===== src/rtl/mbtg_pkg.sv =====
// shared types, constants and helper functions for the page-tag to grouped text converter
// no dependencies

package mbtg_pkg;

    // page state
    localparam logic [7:0] NO_PAGE = 8'd127;

    // page tags that carry a macro
    localparam logic [7:0] TAG_IT  = 8'd129;
    localparam logic [7:0] TAG_CZ  = 8'd130;
    localparam logic [7:0] TAG_RUS = 8'd140;

    // output characters
    localparam logic [7:0] CH_OPEN  = 8'h7B;
    localparam logic [7:0] CH_CLOSE = 8'h7D;
    localparam logic [7:0] CH_BSL   = 8'h5C;
    localparam logic [7:0] CH_SPACE = 8'h20;
    localparam logic [7:0] CH_I     = 8'h49;
    localparam logic [7:0] CH_T     = 8'h54;
    localparam logic [7:0] CH_C     = 8'h43;
    localparam logic [7:0] CH_Z     = 8'h5A;
    localparam logic [7:0] CH_R     = 8'h52;
    localparam logic [7:0] CH_U     = 8'h55;
    localparam logic [7:0] CH_S     = 8'h53;

    // command queue geometry
    localparam int QDEPTH = 4;
    localparam int QPTR_W = $clog2(QDEPTH);
    localparam int QCNT_W = $clog2(QDEPTH + 1);

    typedef enum logic [1:0] {
        MAC_NONE,
        MAC_IT,
        MAC_CZ,
        MAC_RUS
    } t_macro;

    // one classified source byte: what the back end has to emit, in this order
    typedef struct packed {
        logic       close_first;
        logic       open_grp;
        t_macro     macro;
        logic       has_byte;
        logic [7:0] data;
        logic       close_last;
    } t_cmd;

    function automatic t_macro tag_macro(input logic [7:0] tag);
        t_macro m;
        unique case (tag)
            TAG_IT:  m = MAC_IT;
            TAG_CZ:  m = MAC_CZ;
            TAG_RUS: m = MAC_RUS;
            default: m = MAC_NONE;
        endcase
        return m;
    endfunction

    function automatic logic [2:0] macro_len(input t_macro m);
        logic [2:0] len;
        unique case (m)
            MAC_NONE: len = 3'd0;
            MAC_IT:   len = 3'd4;
            MAC_CZ:   len = 3'd4;
            MAC_RUS:  len = 3'd5;
        endcase
        return len;
    endfunction

    function automatic logic [7:0] macro_char(input t_macro m, input logic [2:0] pos);
        logic [7:0] ch;
        ch = CH_SPACE;
        unique case (m)
            MAC_NONE: ch = CH_SPACE;
            MAC_IT: begin
                unique case (pos)
                    3'd0:    ch = CH_BSL;
                    3'd1:    ch = CH_I;
                    3'd2:    ch = CH_T;
                    default: ch = CH_SPACE;
                endcase
            end
            MAC_CZ: begin
                unique case (pos)
                    3'd0:    ch = CH_BSL;
                    3'd1:    ch = CH_C;
                    3'd2:    ch = CH_Z;
                    default: ch = CH_SPACE;
                endcase
            end
            MAC_RUS: begin
                unique case (pos)
                    3'd0:    ch = CH_BSL;
                    3'd1:    ch = CH_R;
                    3'd2:    ch = CH_U;
                    3'd3:    ch = CH_S;
                    default: ch = CH_SPACE;
                endcase
            end
        endcase
        return ch;
    endfunction

endpackage


===== src/rtl/mbtg_in_if.sv =====
// input channel: one source byte per transfer
// no dependencies

interface mbtg_in_if;
    logic       valid;
    logic       ready;
    logic [7:0] in_byte;
    logic       end_of_string;

    modport source (output valid, output in_byte, output end_of_string, input ready);
    modport sink   (input valid, input in_byte, input end_of_string, output ready);
endinterface


===== src/rtl/mbtg_out_if.sv =====
// output channel: one byte of converted text per transfer
// no dependencies

interface mbtg_out_if;
    logic       valid;
    logic       ready;
    logic [7:0] out_byte;
    logic       run_last;

    modport source (output valid, output out_byte, output run_last, input ready);
    modport sink   (input valid, input out_byte, input run_last, output ready);
endinterface


===== src/rtl/mbtg_front.sv =====
// front end: tracks page and group state, turns each source byte into a command
// uses mbtg_pkg

module mbtg_front (
    input  logic                i_clk,
    input  logic                i_rst_n,
    input  logic                i_accept,
    input  logic [7:0]          i_in_byte,
    input  logic                i_end_of_string,
    output logic                o_push,
    output mbtg_pkg::t_cmd      o_cmd
);

    logic [7:0] r_page, n_page;
    logic       r_group_open, n_group_open;
    logic       r_expect_data, n_expect_data;
    mbtg_pkg::t_cmd cmd;

    always_comb begin
        cmd           = '0;
        cmd.macro     = mbtg_pkg::MAC_NONE;
        cmd.data      = i_in_byte;
        n_page        = r_page;
        n_group_open  = r_group_open;
        n_expect_data = r_expect_data;

        if (r_expect_data) begin
            // data byte after a tag, copied as is
            cmd.has_byte  = 1'b1;
            n_expect_data = 1'b0;
        end else if (i_in_byte[7]) begin
            if (i_in_byte != r_page) begin
                cmd.close_first = r_group_open;
                cmd.open_grp    = 1'b1;
                cmd.macro       = mbtg_pkg::tag_macro(i_in_byte);
                n_page          = i_in_byte;
                n_group_open    = 1'b1;
            end
            n_expect_data = 1'b1;
        end else begin
            cmd.has_byte = 1'b1;
        end

        if (i_end_of_string) begin
            cmd.close_last = n_group_open;
            n_page         = mbtg_pkg::NO_PAGE;
            n_group_open   = 1'b0;
            n_expect_data  = 1'b0;
        end
    end

    assign o_cmd  = cmd;
    assign o_push = i_accept && (cmd.close_first || cmd.open_grp || cmd.has_byte
                                 || cmd.close_last);

    always_ff @(posedge i_clk) begin
        if (!i_rst_n) begin
            r_page        <= mbtg_pkg::NO_PAGE;
            r_group_open  <= 1'b0;
            r_expect_data <= 1'b0;
        end else if (i_accept) begin
            r_page        <= n_page;
            r_group_open  <= n_group_open;
            r_expect_data <= n_expect_data;
        end
    end

endmodule


===== src/rtl/mbtg_queue.sv =====
// small command queue between front and back end
// uses mbtg_pkg

module mbtg_queue (
    input  logic                i_clk,
    input  logic                i_rst_n,
    input  logic                i_push,
    input  mbtg_pkg::t_cmd      i_cmd,
    input  logic                i_pop,
    output logic                o_full,
    output logic                o_valid,
    output mbtg_pkg::t_cmd      o_cmd
);

    mbtg_pkg::t_cmd                r_mem [mbtg_pkg::QDEPTH];
    logic [mbtg_pkg::QPTR_W-1:0]   r_wr, r_rd;
    logic [mbtg_pkg::QCNT_W-1:0]   r_cnt;
    logic                          do_push, do_pop;

    assign o_full  = (r_cnt == mbtg_pkg::QCNT_W'(mbtg_pkg::QDEPTH));
    assign o_valid = (r_cnt != '0);
    assign o_cmd   = r_mem[r_rd];
    assign do_push = i_push && !o_full;
    assign do_pop  = i_pop && o_valid;

    always_ff @(posedge i_clk) begin
        if (do_push) begin
            r_mem[r_wr] <= i_cmd;
        end
    end

    always_ff @(posedge i_clk) begin
        if (!i_rst_n) begin
            r_wr  <= '0;
            r_rd  <= '0;
            r_cnt <= '0;
        end else begin
            if (do_push) begin
                r_wr <= r_wr + 1'b1;
            end
            if (do_pop) begin
                r_rd <= r_rd + 1'b1;
            end
            unique case ({do_push, do_pop})
                2'b10:   r_cnt <= r_cnt + 1'b1;
                2'b01:   r_cnt <= r_cnt - 1'b1;
                default: r_cnt <= r_cnt;
            endcase
        end
    end

`ifndef SYNTHESIS
    a_cnt_bound: assert property (@(posedge i_clk) disable iff (!i_rst_n)
        r_cnt <= mbtg_pkg::QCNT_W'(mbtg_pkg::QDEPTH))
        else $error("command queue count out of range");

    a_no_push_full: assert property (@(posedge i_clk) disable iff (!i_rst_n)
        i_push |-> !o_full)
        else $error("command pushed into full queue");
`endif

endmodule


===== src/rtl/mbtg_back.sv =====
// back end: expands one command into the output register, a byte per cycle unless stalled
// uses mbtg_pkg

module mbtg_back (
    input  logic                i_clk,
    input  logic                i_rst_n,
    input  logic                i_q_valid,
    input  mbtg_pkg::t_cmd      i_q_cmd,
    output logic                o_pop,
    input  logic                i_out_ready,
    output logic                o_out_valid,
    output logic [7:0]          o_out_byte,
    output logic                o_run_last
);

    logic           r_busy;
    mbtg_pkg::t_cmd r_cmd, n_cmd;
    logic [2:0]     r_mpos, n_mpos;
    logic           r_out_valid;
    logic [7:0]     r_out_byte;
    logic           r_out_last;

    logic           can_load, emit, done, last;
    logic [7:0]     sel_byte;

    // pick the next element of the command and strip it off
    always_comb begin
        n_cmd    = r_cmd;
        n_mpos   = r_mpos;
        sel_byte = mbtg_pkg::CH_CLOSE;
        priority if (r_cmd.close_first) begin
            sel_byte          = mbtg_pkg::CH_CLOSE;
            n_cmd.close_first = 1'b0;
        end else if (r_cmd.open_grp) begin
            sel_byte       = mbtg_pkg::CH_OPEN;
            n_cmd.open_grp = 1'b0;
        end else if (r_cmd.macro != mbtg_pkg::MAC_NONE) begin
            sel_byte = mbtg_pkg::macro_char(r_cmd.macro, r_mpos);
            if (r_mpos == mbtg_pkg::macro_len(r_cmd.macro) - 3'd1) begin
                n_cmd.macro = mbtg_pkg::MAC_NONE;
                n_mpos      = 3'd0;
            end else begin
                n_mpos = r_mpos + 3'd1;
            end
        end else if (r_cmd.has_byte) begin
            sel_byte       = r_cmd.data;
            n_cmd.has_byte = 1'b0;
        end else begin
            sel_byte         = mbtg_pkg::CH_CLOSE;
            n_cmd.close_last = 1'b0;
        end
    end

    assign last = !(n_cmd.close_first || n_cmd.open_grp
                    || (n_cmd.macro != mbtg_pkg::MAC_NONE)
                    || n_cmd.has_byte || n_cmd.close_last);

    assign can_load = !r_out_valid || i_out_ready;
    assign emit     = r_busy && can_load;
    assign done     = emit && last;
    assign o_pop    = i_q_valid && (!r_busy || done);

    always_ff @(posedge i_clk) begin
        if (!i_rst_n) begin
            r_busy <= 1'b0;
        end else if (o_pop) begin
            r_busy <= 1'b1;
        end else if (done) begin
            r_busy <= 1'b0;
        end
    end

    always_ff @(posedge i_clk) begin
        if (o_pop) begin
            r_cmd  <= i_q_cmd;
            r_mpos <= 3'd0;
        end else if (emit) begin
            r_cmd  <= n_cmd;
            r_mpos <= n_mpos;
        end
    end

    always_ff @(posedge i_clk) begin
        if (!i_rst_n) begin
            r_out_valid <= 1'b0;
        end else if (can_load) begin
            r_out_valid <= emit;
        end
    end

    always_ff @(posedge i_clk) begin
        if (emit) begin
            r_out_byte <= sel_byte;
            r_out_last <= last;
        end
    end

    assign o_out_valid = r_out_valid;
    assign o_out_byte  = r_out_byte;
    assign o_run_last  = r_out_last;

`ifndef SYNTHESIS
    a_busy_nonempty: assert property (@(posedge i_clk) disable iff (!i_rst_n)
        r_busy |-> (r_cmd.close_first || r_cmd.open_grp
                    || (r_cmd.macro != mbtg_pkg::MAC_NONE)
                    || r_cmd.has_byte || r_cmd.close_last))
        else $error("back end busy with an empty command");

    a_mpos_range: assert property (@(posedge i_clk) disable iff (!i_rst_n)
        (r_busy && (r_cmd.macro != mbtg_pkg::MAC_NONE))
            |-> (r_mpos < mbtg_pkg::macro_len(r_cmd.macro)))
        else $error("macro position past end of macro");
`endif

endmodule


===== src/rtl/multibyte_tag_to_tex_groups.sv =====
// top level of the page-tag to grouped text converter
// uses mbtg_pkg, mbtg_in_if, mbtg_out_if, mbtg_front, mbtg_queue, mbtg_back

// usage
//   i_in  : one source byte per transfer (in_byte, end_of_string marks the final byte)
//   o_out : one byte of converted text per transfer, run_last on the last byte
//           caused by a given source byte
//   a byte below 128 passes through, a byte of 128 or more is a page tag and the
//   byte after it passes through unchanged; a page change closes the open group
//   with '}', opens '{' and adds any page macro; end of string closes the group
// timing
//   front end classifies one source byte per cycle while the queue has room and
//   pushes a command into a four-entry queue; back end drains one command, one
//   output byte per cycle while the receiver is ready
//   path to the first output byte: queue entry, command register, output register
//   throughput: one source byte per cycle while each makes one output byte and the
//   receiver is ready; a page change makes up to eight bytes, the queue absorbs the
//   burst while input keeps flowing until it fills; a repeated tag makes no output
// reset and stall
//   synchronous reset clears page state, queue and output register
//   a stalled receiver holds the output register; the back end then stops and
//   the queue fills, after which i_in.ready drops

module multibyte_tag_to_tex_groups (
    input  logic              i_clk,
    input  logic              i_rst_n,
    mbtg_in_if.sink           i_in,
    mbtg_out_if.source        o_out
);

    logic           accept;
    logic           push;
    mbtg_pkg::t_cmd push_cmd;
    logic           q_full;
    logic           q_valid;
    mbtg_pkg::t_cmd q_cmd;
    logic           pop;

    // input transfer whenever the queue has room
    assign i_in.ready = !q_full;
    assign accept     = i_in.valid && !q_full;

    mbtg_front u_front (
        .i_clk           (i_clk),
        .i_rst_n         (i_rst_n),
        .i_accept        (accept),
        .i_in_byte       (i_in.in_byte),
        .i_end_of_string (i_in.end_of_string),
        .o_push          (push),
        .o_cmd           (push_cmd)
    );

    mbtg_queue u_queue (
        .i_clk   (i_clk),
        .i_rst_n (i_rst_n),
        .i_push  (push),
        .i_cmd   (push_cmd),
        .i_pop   (pop),
        .o_full  (q_full),
        .o_valid (q_valid),
        .o_cmd   (q_cmd)
    );

    // back end owns the output register
    mbtg_back u_back (
        .i_clk       (i_clk),
        .i_rst_n     (i_rst_n),
        .i_q_valid   (q_valid),
        .i_q_cmd     (q_cmd),
        .o_pop       (pop),
        .i_out_ready (o_out.ready),
        .o_out_valid (o_out.valid),
        .o_out_byte  (o_out.out_byte),
        .o_run_last  (o_out.run_last)
    );

endmodule


===== src/flat_wrapper.sv =====
// flat-port wrapper written by rule: the top's interface ports become plain ports
module multibyte_tag_to_tex_groups_flat 
  (i_clk, i_rst_n, i_in_valid, i_in_in_byte, i_in_end_of_string, i_in_ready, o_out_valid, o_out_out_byte, o_out_run_last, o_out_ready);
  mbtg_in_if i_in_i ();
  mbtg_out_if o_out_i ();
  input  logic i_clk;
  input  logic i_rst_n;
  input wire logic [$bits(i_in_i.valid)-1:0] i_in_valid;
  input wire logic [$bits(i_in_i.in_byte)-1:0] i_in_in_byte;
  input wire logic [$bits(i_in_i.end_of_string)-1:0] i_in_end_of_string;
  output wire logic [$bits(i_in_i.ready)-1:0] i_in_ready;
  output wire logic [$bits(o_out_i.valid)-1:0] o_out_valid;
  output wire logic [$bits(o_out_i.out_byte)-1:0] o_out_out_byte;
  output wire logic [$bits(o_out_i.run_last)-1:0] o_out_run_last;
  input wire logic [$bits(o_out_i.ready)-1:0] o_out_ready;
  assign i_in_i.valid = i_in_valid;
  assign i_in_i.in_byte = i_in_in_byte;
  assign i_in_i.end_of_string = i_in_end_of_string;
  assign i_in_ready = i_in_i.ready;
  assign o_out_valid = o_out_i.valid;
  assign o_out_out_byte = o_out_i.out_byte;
  assign o_out_run_last = o_out_i.run_last;
  assign o_out_i.ready = o_out_ready;
  multibyte_tag_to_tex_groups u_core (.i_clk(i_clk), .i_rst_n(i_rst_n), .i_in(i_in_i), .o_out(o_out_i));
endmodule

===== config.mk =====
export PLATFORM = sky130hd
export DESIGN_NAME = multibyte_tag_to_tex_groups_flat
export DESIGN_NICKNAME = d
export VERILOG_FILES = /design/src/rtl/mbtg_pkg.sv /design/src/rtl/mbtg_in_if.sv /design/src/rtl/mbtg_out_if.sv /design/src/rtl/mbtg_front.sv /design/src/rtl/mbtg_queue.sv /design/src/rtl/mbtg_back.sv /design/src/rtl/multibyte_tag_to_tex_groups.sv /design/src/flat_wrapper.sv
export SDC_FILE = /design/constraint.sdc
export NUM_CORES = 1
export LEC_CHECK = 0
export ABC_CLOCK_PERIOD_IN_PS = 3990
export BUFFER_PORTS_ARGS = -buffer_cell sky130_fd_sc_hd__clkbuf_2
export CAP_MARGIN = 25
export CORE_ASPECT_RATIO = 1.5
export CORE_MARGIN = 1.5
export CORE_UTILIZATION = 40
export DETAILED_ROUTE_END_ITERATION = 10
export SYNTH_ARGS = -nofsm -noshare
export SYNTH_HDL_FRONTEND = slang
export SYNTH_HIERARCHICAL = 1
export SYNTH_SLANG_ARGS = --single-unit
export TNS_END_PERCENT = 100

===== constraint.sdc =====
create_clock -name i_clk -period 3.99 [get_ports i_clk]
set_input_delay 0.399 -clock i_clk [delete_from_list [all_inputs] [get_ports i_clk]]
set_output_delay 0.399 -clock i_clk [all_outputs]
set_load 0.01 [all_outputs]

==> results_dict.tcl <==
set metrics [dict create \
    timing.fmax_ghz 0.2760 \
    post_cts_resized 0 \
    setup.worst_path.start_class "flop" \
    setup_violations 0 \
    crit_required_ns 4.25 \
    initialDrtViolationCount 134 \
    sw_frac_of_total_pct 31.75 \
    cp_cell_sequence "inv_1 > ha_1 > or3_1 > a211oi_2 > o22a_2 > a31oi_4 > inv_1 > o31a_1 > ha_1 > inv_1 > fa_1 > xor2_1 > or3_1 > a21boi_0" \
    chipWidth_um 93.08 \
    skew_ns 0.007538 \
    grt_setup_unrepaired "no" \
    timing_hold_violations_final 0 \
    route.detailed.vias_per_inst 5.222 \
    reg2regPathDepth 14 \
    timing.final.crit_share_pct 90.80 \
    seq_area_frac_synth_pct 58.60 \
    clk_pin_slew_ns 0.07 \
    r2r-start "u_core/u_back/r_cmd[10]" \
    initial_core_util_pct 40.72 \
    cpPeakStageDelay_ns 0.41 \
    critical_path.top_delay_family "compound AO/OA/AOI/OAI gates" \
    ctsHoldBuffers 0 \
    crit_top_cell "inv_1" \
    antenna_cells_inserted 0 \
    worst-path-buf-inv 3 \
    outcome "finished, final reports clean" \
    endpoint_worst_hold "u_core/u_queue/r_mem[1][7]" \
    power.sequential.fraction_pct 44.6 \
    post_synth_instance_area_mm2 0.004868 \
    relative_slew_slack_pct 39.93 \
    yosys.area_share.xor_xnor_pct 2.493 \
    remaining_drc_errors 0 \
    antenna_violating_nets_post_route 0 \
    leakage_dissipation_uw 0.001903 \
    combinationalPowerShare_pct 30.6 \
    port_buffers 23 \
    timing.critical_path.fanout_max 18 \
    cts_inserted_buffers 9 \
    fp.coreArea_mm2 0.01196 \
    boundaryPins 24 \
    dieArea_mm2 0.01286 \
    critPathCaptureType "flop" \
    setup.reg_to_reg.worst_slack_ns 0.37 \
    final_period_minus_worst_setup_slack_ns 3.623 \
    worstHoldStart "i_in_in_byte[6]" \
    syn-instance-count 356 \
    finalNetCount 401 \
    place.gp.congestion 0.8745 \
    area_delta_synth_final_pct 10.07 \
    numClockSinks 103 \
    die_height_um 138.1 \
    worst_slew_pin_slew_ns 0.8998 \
    hold_slack_ns 0.3535 \
    dp_hpwl_um 6110 \
    mux_share_of_post_synthesis_cell_area_pct 7.710 \
    irDropWorstVdd_uv 261.7 \
    synth_warnings 6 \
    clock_path_buffers 2 \
    firstDrtPassIters 4 \
    synth_top_family_by_area "simple AND/OR/NAND/NOR gates" \
    synthSimpleGateAreaFrac_pct 11.41 \
    final_max_slew_viol_count 0 \
    power_density_mw_per_mm2 701.7 \
    hold_path_cells 1 \
    vias 2773 \
    totalWireLength_um 8658 \
    synth.lib_cells_used.distinct 53 \
    grt_start_max_net_pins 29 \
    setup-tns-final_ns 0 \
    avgRoutedWirePerCell_um 16.31 \
    cts_tree "yes" \
    filler_cell_count 1096 \
    cts.repair_timing.setup_buffer_count 0 \
    postSynthRegisterBits 103 \
    clock_tree.htree_level_count 3 \
    number_of_antenna_violations_at_the_first_check_in_global_routing 0 \
    grt_pass1_wl_um 14120 \
    grt-ovfl-total 0 \
    post_synthesis_average_cell_area_um2 13.68 \
    first_global_vias 2806 \
    critical_path_arrival_ns 3.88 \
    rows 49 \
    drive_gt1_share_pct 17.72 \
    worstSetupPathType "reg2reg" \
    crit-reg2reg-capture "u_core/u_queue/r_cnt[2]" \
    power_switching_uw 1194 \
    clock-root-buffer "clkbuf_16" \
    synth_fp_nets 384 \
    clk_latency_ns 0.34 \
    hp-class "in2reg" \
    synth_compound_area_share_pct 10.18 \
    grt_util_all_layers_pct 14.55 \
    post_synth_fa_ha_maj_area_fraction_pct 4.009 \
    power_frac_clock_pct 24.9 \
    slowest_cell_on_crit_path "edfxtp_1" \
    max_cap_violations 0 \
    power_report.internal_total_uw 2567 \
]
## registers in the layout, indices dropped and copies added (netlist names), named ones only
signal,flops
u_core/u_queue/r_mem,56
u_core/u_front/r_page,8
u_core/u_queue/r_rd,2
u_core/u_back/o_run_last,1
u_core/u_back/o_out_byte,8
u_core/u_back/o_out_valid,1
u_core/u_front/r_expect_data,1
u_core/u_queue/r_cnt,3
u_core/u_queue/r_wr,2
u_core/u_back/n_cmd,8
u_core/u_back/r_busy,1
u_core/u_front/r_group_open,1
u_core/u_back/r_mpos,3
u_core/u_back/r_cmd,6
## worst max path at each step
stage	slack, ns	depth (start not counted)	from	to
2_1_floorplan	0.56	15	u_core/u_back/r_cmd[10]	u_core/u_queue/r_cnt[2]
3_3_place_gp	0.52	14	u_core/u_back/r_cmd[10]	u_core/u_queue/r_cnt[2]
5_1_grt	0.09	14	u_core/u_back/r_cmd[10]	u_core/u_queue/r_cnt[2]
4_1_cts	0.35	14	u_core/u_back/r_cmd[10]	u_core/u_queue/r_cnt[2]
3_5_place_dp	0.37	14	u_core/u_back/r_cmd[10]	u_core/u_queue/r_cnt[2]
6_report	0.37	14	u_core/u_back/r_cmd[10]	u_core/u_queue/r_cnt[2]
## stage by stage
| stage | utilization [%] | area [um2] | cells | total power (uW) | setup slack, ns |
|---|---|---|---|---|---|
| floorplan | - | 4868 | 356 | 2611 | 0.5611 |
| global placement | 42.14 | 5037 | 515 | 2845 | 0.5228 |
| detailed placement | 42.14 | 5037 | 515 | 2876 | 0.3678 |
| CTS | 44.82 | 5359 | 531 | 3816 | 0.3489 |
| global route | 44.82 | 5359 | 531 | 4000 | 0.09398 |
| finish | 44.82 | 5359 | 531 | 3760 | 0.3671 |
## routing by layer
metal / share of wire [%] / global-route usage, %
met1: 39 / 15.54
met2: 56 / 27.35
met3: 2.9 / 2.805
met4: 2.1 / 5.742
met5: 0 / 0
## Yosys cell counts, drive strengths merged
cell	number	area, um2
a2111oi	7	61.31
a211o	2	17.52
a211oi	3	27.52
a21boi	4	30.03
a21oi	15	78.83
a31oi	4	40.04
a41oi	7	61.31
and2	10	62.56
and2b	7	52.55
and3	1	6.260
buf	15	141.4
clkbuf	5	18.77
dfxtp	24	480.5
edfxtp	79	2372
fa	1	20.02
ha	14	175.2
inv	30	112.6
mux2	1	15.01
mux2i	3	30.03
mux4	14	330.3
nand2	16	60.06
nand2b	13	81.33
nand3	2	10.01
nand3b	1	7.510
nor2	13	48.80
nor2b	12	75.07
nor3	6	30.03
nor3b	1	12.51
nor4	2	42.54
nor4b	3	26.28
o21a	3	22.52
o21ai	11	66.32
o21bai	1	7.510
o22a	3	27.53
o22ai	1	12.51
o311ai	2	25.03
o31a	2	17.52
or3	3	18.77
or3b	1	11.26
or4b	1	10.01
xnor2	4	35.03
xor2	9	86.34
## cells by family (layout without fill, tap and decap cells)
family,after synthesis,in the layout
and+or+nand+nor,92,92
adders and majority gates,15,15
DFF,103,103
buffers and inverters,50,72
xor gates and xnor gates,13,13
muxes,18,18
AOI/OAI and AO/OA,65,65
## placed cells by master, fill, tap and decap left out, types with 3 or more instances in the layout
cell / count
buf_4: 3
xnor2_1: 4
clkbuf_2: 23
a2111oi_0: 7
and2b_1: 7
or3_1: 3
nand2_1: 16
a21boi_0: 4
nor4b_1: 3
a21oi_1: 14
nor2b_1: 12
nor3_1: 6
o21ai_2: 3
ha_1: 14
nand2b_1: 13
mux2i_1: 3
edfxtp_1: 79
a31oi_1: 3
clkbuf_16: 9
nor2_1: 13
mux4_2: 10
o21a_1: 3
inv_1: 30
mux4_1: 4
dfxtp_1: 24
a41oi_1: 7
xor2_1: 8
o21ai_0: 8
and2_1: 10
## cell type report
| class | instances | area, um2 | area share (%) |
|---|---|---|---|
| sequential | 103 | 2853 | 53.23 |
| multi-input combinational | 203 | 1743 | 32.52 |
| clock buffer | 10 | 229.0 | 4.273 |
| tap | 153 | 191.4 | 3.572 |
| timing repair buffer | 26 | 137.6 | 2.568 |
| inverter | 30 | 112.6 | 2.101 |
| clock inverter | 6 | 92.59 | 1.728 |
## power groups by stage
stage	sequential, uW	combinational [uW]	clock, uW
2_1_floorplan	1640	971	0
3_3_place_gp	1700	1150	0
3_5_place_dp	1710	1170	0
4_1_cts	1680	1170	957
5_1_grt	1710	1280	1000
6_report	1680	1150	935
Note: power is estimated with default switching activity, not from simulation.
